==> src/sv/planar_rotation_by_degrees_core_assert.svh <==
// Assertion macros for the planar rotation core.
`ifndef PLANAR_ROTATION_BY_DEGREES_CORE_ASSERT_SVH
`define PLANAR_ROTATION_BY_DEGREES_CORE_ASSERT_SVH

// Same-cycle implication, sampled on clk, off during reset.
`define PRBD_ASSERT_NOW(lbl, ante, cons, msg) \
	lbl: assert property (@(posedge clk) disable iff (!arst_n) (ante) |-> (cons)) \
		else $error(msg);

// Next-cycle implication, sampled on clk, off during reset.
`define PRBD_ASSERT_NEXT(lbl, ante, cons, msg) \
	lbl: assert property (@(posedge clk) disable iff (!arst_n) (ante) |=> (cons)) \
		else $error(msg);

`endif

==> src/sv/prbd_pkg.sv <==
// Shared types, constants and tables for the planar rotation core.
package prbd_pkg;

	localparam int COORD_WIDTH = 32;
	localparam int ITERATIONS  = 16;
	localparam int ANGLE_WIDTH = 16;
	localparam int GUARD       = 8;
	// scaled coordinate plus headroom for the CORDIC gain
	localparam int DP_WIDTH    = COORD_WIDTH + GUARD + 3;
	localparam int Z_WIDTH     = 34;
	localparam int IDX_WIDTH   = 5;
	localparam int MAG_WIDTH   = (DP_WIDTH > 32) ? DP_WIDTH : 33;
	localparam int HI_WIDTH    = MAG_WIDTH - 32;

	// angle reduction: 23040 units per turn = 512 * 45
	localparam int TURN_UNITS  = 23040;
	localparam int U_WIDTH     = 15;
	localparam int QD_WIDTH    = 9;
	localparam int RD_WIDTH    = 6;
	localparam longint unsigned FRAC_DIV = 45;
	localparam int RECIP_45    = 1456;   // floor(2^16 / 45)
	localparam int BAM_SHIFT   = 23;     // 2^32 / 512
	localparam int BAM_BIAS    = 22;     // floor(11520 / 512)

	localparam logic [31:0] INV_GAIN = 32'd2608131497;

	localparam logic signed [COORD_WIDTH-1:0] COORD_MAX = {1'b0, {(COORD_WIDTH-1){1'b1}}};
	localparam logic signed [COORD_WIDTH-1:0] COORD_MIN = {1'b1, {(COORD_WIDTH-1){1'b0}}};

	typedef struct packed {
		logic signed [DP_WIDTH-1:0] x;
		logic signed [DP_WIDTH-1:0] y;
		logic signed [Z_WIDTH-1:0]  z;
	} rot_t;

	typedef logic [31:0] frac_tab_t [64];

	// fractional binary angle for a remainder r of u / 45
	function automatic frac_tab_t build_frac_tab();
		frac_tab_t t;
		for (int r = 0; r < 64; r++) begin
			t[r] = 32'(((64'(r) << BAM_SHIFT) + 64'(BAM_BIAS)) / FRAC_DIV);
		end
		return t;
	endfunction

	localparam frac_tab_t FRAC_TAB = build_frac_tab();

	// round(atan(2^-i) * 2^32 / (2*pi))
	function automatic logic [31:0] atan_val(input logic [IDX_WIDTH-1:0] i);
		logic [31:0] r;
		unique case (i)
			5'd0:  r = 32'd536870912;
			5'd1:  r = 32'd316933406;
			5'd2:  r = 32'd167458907;
			5'd3:  r = 32'd85004756;
			5'd4:  r = 32'd42667331;
			5'd5:  r = 32'd21354465;
			5'd6:  r = 32'd10679838;
			5'd7:  r = 32'd5340245;
			5'd8:  r = 32'd2670163;
			5'd9:  r = 32'd1335087;
			5'd10: r = 32'd667544;
			5'd11: r = 32'd333772;
			5'd12: r = 32'd166886;
			5'd13: r = 32'd83443;
			5'd14: r = 32'd41722;
			5'd15: r = 32'd20861;
			5'd16: r = 32'd10430;
			5'd17: r = 32'd5215;
			5'd18: r = 32'd2608;
			5'd19: r = 32'd1304;
			5'd20: r = 32'd652;
			5'd21: r = 32'd326;
			5'd22: r = 32'd163;
			5'd23: r = 32'd81;
			5'd24: r = 32'd41;
			5'd25: r = 32'd20;
			5'd26: r = 32'd10;
			5'd27: r = 32'd5;
			5'd28: r = 32'd3;
			5'd29: r = 32'd1;
			5'd30: r = 32'd1;
			5'd31: r = 32'd0;
		endcase
		return r;
	endfunction

endpackage

==> src/sv/prbd_gain.sv <==
// Gain correction by 1/K, guard-bit rounding and clipping for one coordinate.
module prbd_gain import prbd_pkg::*; (
	input  logic                          clk,
	input  logic                          en,
	input  logic signed [DP_WIDTH-1:0]    value,
	output logic signed [COORD_WIDTH-1:0] result,
	output logic                          sat
);

	localparam int P_WIDTH = HI_WIDTH + 32;
	localparam int R_WIDTH = HI_WIDTH + 33;
	localparam int S_WIDTH = R_WIDTH + 1;
	localparam int T_WIDTH = S_WIDTH + 1;

	logic signed [MAG_WIDTH:0] v_ext;
	logic signed [MAG_WIDTH:0] v_abs;
	logic                      neg_s1;
	logic [MAG_WIDTH-1:0]      mag_s1;
	logic                      neg_s2;
	logic [P_WIDTH-1:0]        phi_s2;
	logic [63:0]               plo_s2;
	logic [64:0]               lo_rnd;
	logic [R_WIDTH-1:0]        r_mag;
	logic signed [S_WIDTH-1:0] r_sgn;
	logic signed [S_WIDTH-1:0] sv_s3;
	logic signed [T_WIDTH-1:0] t_rnd;
	logic signed [T_WIDTH-1:0] t_sh;
	logic                      fits;

	always_comb begin
		v_ext  = (MAG_WIDTH+1)'(value);
		v_abs  = v_ext[MAG_WIDTH] ? -v_ext : v_ext;
		// magnitude times 1/K, low half rounded to nearest
		lo_rnd = {1'b0, plo_s2} + 65'h0_8000_0000;
		r_mag  = R_WIDTH'(phi_s2) + R_WIDTH'(lo_rnd[64:32]);
		r_sgn  = neg_s2 ? -signed'({1'b0, r_mag}) : signed'({1'b0, r_mag});
		t_rnd  = T_WIDTH'(sv_s3) + T_WIDTH'(1 << (GUARD - 1));
		t_sh   = t_rnd >>> GUARD;
		fits   = (&t_sh[T_WIDTH-1:COORD_WIDTH-1]) | ~(|t_sh[T_WIDTH-1:COORD_WIDTH-1]);
	end

	always_ff @(posedge clk) begin
		if (en) begin
			neg_s1 <= v_ext[MAG_WIDTH];
			mag_s1 <= v_abs[MAG_WIDTH-1:0];
			neg_s2 <= neg_s1;
			phi_s2 <= P_WIDTH'(mag_s1[MAG_WIDTH-1:32]) * P_WIDTH'(INV_GAIN);
			plo_s2 <= 64'(mag_s1[31:0]) * 64'(INV_GAIN);
			sv_s3  <= r_sgn;
			sat    <= ~fits;
			if (fits) begin
				result <= t_sh[COORD_WIDTH-1:0];
			end else begin
				result <= t_sh[T_WIDTH-1] ? COORD_MIN : COORD_MAX;
			end
		end
	end

endmodule

==> config.mk <==
export PLATFORM = sky130hd
export DESIGN_NAME = prbd_gain
export DESIGN_NICKNAME = d
export VERILOG_FILES = /design/src/sv/planar_rotation_by_degrees_core_assert.svh /design/src/sv/prbd_pkg.sv /design/src/sv/prbd_gain.sv
export SDC_FILE = /design/constraint.sdc
export NUM_CORES = 2
export LEC_CHECK = 0
export ABC_AREA = 0
export BUFFER_PORTS_ARGS = -buffer_cell sky130_fd_sc_hd__buf_4
export CAP_MARGIN = 25
export CORE_ASPECT_RATIO = 0.7
export CORE_UTILIZATION = 33
export DETAILED_ROUTE_END_ITERATION = 8
export SYNTH_ARGS = -nofsm -noshare
export SYNTH_HDL_FRONTEND = slang
export SYNTH_SLANG_ARGS = --single-unit
==> constraint.sdc <==
create_clock -name clk -period 14.9 [get_ports clk]
set_input_delay 3.725 -clock clk [delete_from_list [all_inputs] [get_ports clk]]
set_output_delay 3.725 -clock clk [all_outputs]
set_load 0.1 [all_outputs]
==> run_results.csv <==
group,metric,value,unit
clocking,htreeDepth,4,
clocking,numCtsBuffers,17,
cells_and_area,seq_area,5770,sq um
yosys,yosysUniqueCellTypes,88,
global_routing,grt_first_pass_wirelength,144000,um
critical_path,cp.depth,25,
clocking,cts_tree,"built",
critical_path,required,15.13,ns
cells_and_area,drive_gt1_frac,0.0493,
outcome,status,"finished with violations",
min_path,min-delay-start,"neg_s1$_DFFE_PP_",
route,vias_per_cell,4.82,
critical_path,crit_top_cell,"fa_1",
route,drc,2,
critical_path,path_delay_family,"adder cells",
critical_path,critPathCaptureType,"flip-flop",
route,vias,23700,
yosys,avgSynthCellArea,10.4,sq um
yosys,yosysTopAreaCellShare,0.341,
critical_path,r2r_cells,25,
timing,tns,0,ns
yosys,syn-num-nets,4574,
critical_path,critPathCapture,"plo_s2[59]$_DFFE_PP_",
timing,rsz0062_at_grt,"no",
route,routed_wl,92100,um
critical_path,slowest_delay,0.67,ns
route,wl_met3,9950,um
critical_path,crit_path_start_kind,"flip-flop",
clocking,post_cts_buffers,0,
clocking,clock-root-buffer,"clkbuf_16",
yosys,syn_area,35400,sq um
cells_and_area,fill_cells,10700,
critical_path,r2r_start,"mag_s1[11]$_DFFE_PP_",
min_path,min_path_type,"flip-flop to flip-flop",
place,portBuffers,77,
critical_path,critPathArrivalTime,9.07,ns
cells_and_area,final_nets,4645,
timing,setup_viol,0,
yosys,synth-edff-count,192,
timing,drv_slew,0,
global_routing,grt.overflow.total,0,
cells_and_area,final_core_util,0.361,
yosys,synth_cells,3404,
yosys,synth_area_leader_cell,"fa_1",
global_routing,grt_max_degree,74,
floorplan,die_y,276,um
yosys,synth_top_flop_cell,"edfxtp_1",
timing,clock_skew,0.0296,ns
critical_path,r2r_slack,6.06,ns
clocking,cts_resized,0,
route,antenna_left,0,
cells_and_area,multi_input_area,26200,sq um
global_routing,antenna_found_initial,7,
critical_path,rr_endpoint,"plo_s2[59]$_DFFE_PP_",
critical_path,critical_path.max_fanout,8,
clocking,clk_pin_slew,0.10,ns
timing,slew_headroom,0.331,
yosys,ys_async_sr_fraction,0,
critical_path,crit_buf_inv,5,
yosys,ys_top_cells_by_area,"fa_1 (34%), ha_1 (18%), edfxtp_1 (16%)",
critical_path,cp-startpoint,"mag_s1[11]$_DFFE_PP_",
floorplan,die-area,109000,sq um
place,place_hpwl,80600,um
timing,timing.fmax,0.113,GHz
clocking,ctsHoldBuffers,0,
route,drt_iter0_markers,1849,
global_routing,track_usage,0.173,
floorplan,ios,78,
outcome,violations,"DRC",
critical_path,path_class,"flip-flop to flip-flop",
clocking,cts.sinks,192,
yosys,ys_seq_elements,192,
route,top_layer_used,"met5",
clocking,clk_latency,0.51,ns
floorplan,die_w,394,um
clocking,clk_path_buf_depth,2,
timing,tightest_slew,1.00,ns
run,drv_cap,0,
timing,fin_crit,8.84,ns
global_routing,grt_pass1_vias,23900,
yosys,ys_seq_area_frac,0.163,
yosys,synth_warnings,0,
cells_and_area,area_delta_synth_final,8.36,%
floorplan,core_area,106000,sq um
timing,hold_violations,0,
floorplan,start_util,0.333,
floorplan,rows,100,
route,wl_met1,46500,um
route,met2RoutedLength,34600,um
critical_path,critPathSlowestCell,"edfxtp_1",
timing,finalCritPeriodShare,0.593,
route,wl_per_cell,18.7,um
route,dr.pass1.iters,7,
place,finalWeightedCongestion,0.979,
[per-stage QoR]
step | cells | instance area [sq um] | hold slack [ns] | worst slack (ns)
final | 4917 | 38400 | 0.428 | 6.06
after global routing | 4916 | 38400 | 0.442 | 5.52
after CTS | 4914 | 38400 | 0.428 | 6.04
after detailed placement | 4882 | 37700 | 0.406 | 6.12
after global placement | 4882 | 37700 | 0.402 | 6.05
after floorplan | 3404 | 35400 | 0.400 | 7.39
[worst min-delay path by stage]
stage	to	cells past startpoint
after global routing	neg_s2$_DFFE_PP_	0
after detailed placement	neg_s2$_DFFE_PP_	0
after CTS	neg_s2$_DFFE_PP_	0
after global placement	neg_s2$_DFFE_PP_	0
final	neg_s2$_DFFE_PP_	0
after floorplan	neg_s2$_DFFE_PP_	0
[worst register-to-register path: cells and delay by family, from the launching register on]
family / cells / cell delay, ns
AOI/OAI and AO/OA: 7 / 1.87
xor gates and xnor gates: 1 / 0.17
adders and majority gates: 9 / 4.44
buffers and inverters: 5 / 0.46
DFF: 1 / 0.67
and+or+nand+nor: 3 / 0.97
[cell type report]
class,count,share of cell area
inverters,862,0.0843
clock inverters,15,0.00596
diodes,1,0.0000652
well taps,1428,0.0465
clock buffers,17,0.0111
repair buffers,94,0.0189
multi-input cells,2308,0.683
flip-flops and latches,192,0.150
[routing by layer]
metal,vias to the layer above,track usage
met2,707,0.223
met1,11700,0.266
met5,-,0.0105
li1,11200,-
met3,59,0.0725
met4,14,0.0254
[cell usage after synthesis, types with 4 or more instances]
cell type / number
a211o_1: 6
fa_1: 604
nor2_1: 105
clkbuf_1: 27
or4_1: 14
o31ai_1: 21
a221oi_1: 6
o211ai_1: 5
buf_4: 4
or3_1: 10
nand2b_1: 19
xor2_1: 55
a2111oi_0: 5
a211oi_1: 14
inv_1: 862
o31a_1: 4
and3_1: 29
nand2_1: 116
nand4_1: 41
o41ai_1: 9
nand3_1: 57
a21o_1: 50
and2_1: 13
edfxtp_1: 192
a221o_1: 4
ha_1: 521
xnor2_1: 169
a21oi_1: 138
nor3_1: 21
a31oi_1: 21
o21a_1: 20
buf_2: 4
nor2b_1: 17
or2_2: 14
nor4_1: 7
o21ai_0: 92
and4_1: 11
a311oi_1: 4
o21bai_1: 13
nand3b_1: 4
[cell families (layout without fill, tap and decap cells)]
logic type	Yosys count	after routing	synth area share
AND/OR/NAND/NOR	499	499	0.0741
AO/OA/AOI/OAI	455	455	0.0831
other	0	1	0
multiplexers	5	5	0.00152
flip-flops	192	192	0.163
adder cells (fa/ha/maj)	1125	1125	0.525
buffers and inverters	904	988	0.0978
XOR/XNOR	224	224	0.0554
[cells in the final DEF, fill, tap and decap left out, types with 9 or more instances in the layout]
| cell type | count |
|---|---|
| a21o_1 | 50 |
| and2_1 | 13 |
| nand4_1 | 41 |
| a31oi_1 | 21 |
| a21oi_1 | 138 |
| edfxtp_1 | 192 |
| or2_2 | 14 |
| or4_1 | 14 |
| ha_1 | 521 |
| nand2_1 | 116 |
| and3_1 | 29 |
| buf_4 | 91 |
| o21ai_0 | 92 |
| and4_1 | 11 |
| o21a_1 | 20 |
| nand3_1 | 57 |
| nor2_1 | 105 |
| a211oi_1 | 14 |
| xor2_1 | 55 |
| nor3_1 | 21 |
| o21bai_1 | 13 |
| inv_1 | 862 |
| nand2b_1 | 19 |
| o41ai_1 | 9 |
| fa_1 | 604 |
| clkbuf_16 | 17 |
| xnor2_1 | 169 |
| nor2b_1 | 16 |
| or3_1 | 10 |
| o31ai_1 | 21 |
[sequential cells by signal (all words and copies together) (netlist names)]
name    count
mag_s1     43
neg_s1      1
neg_s2      1
phi_s2     43
plo_s2     33
result     32
sat         1
sv_s3      38
Power is not shown: default switching activity piles up to over one toggle a cycle in this logic, so the estimate is an artifact.
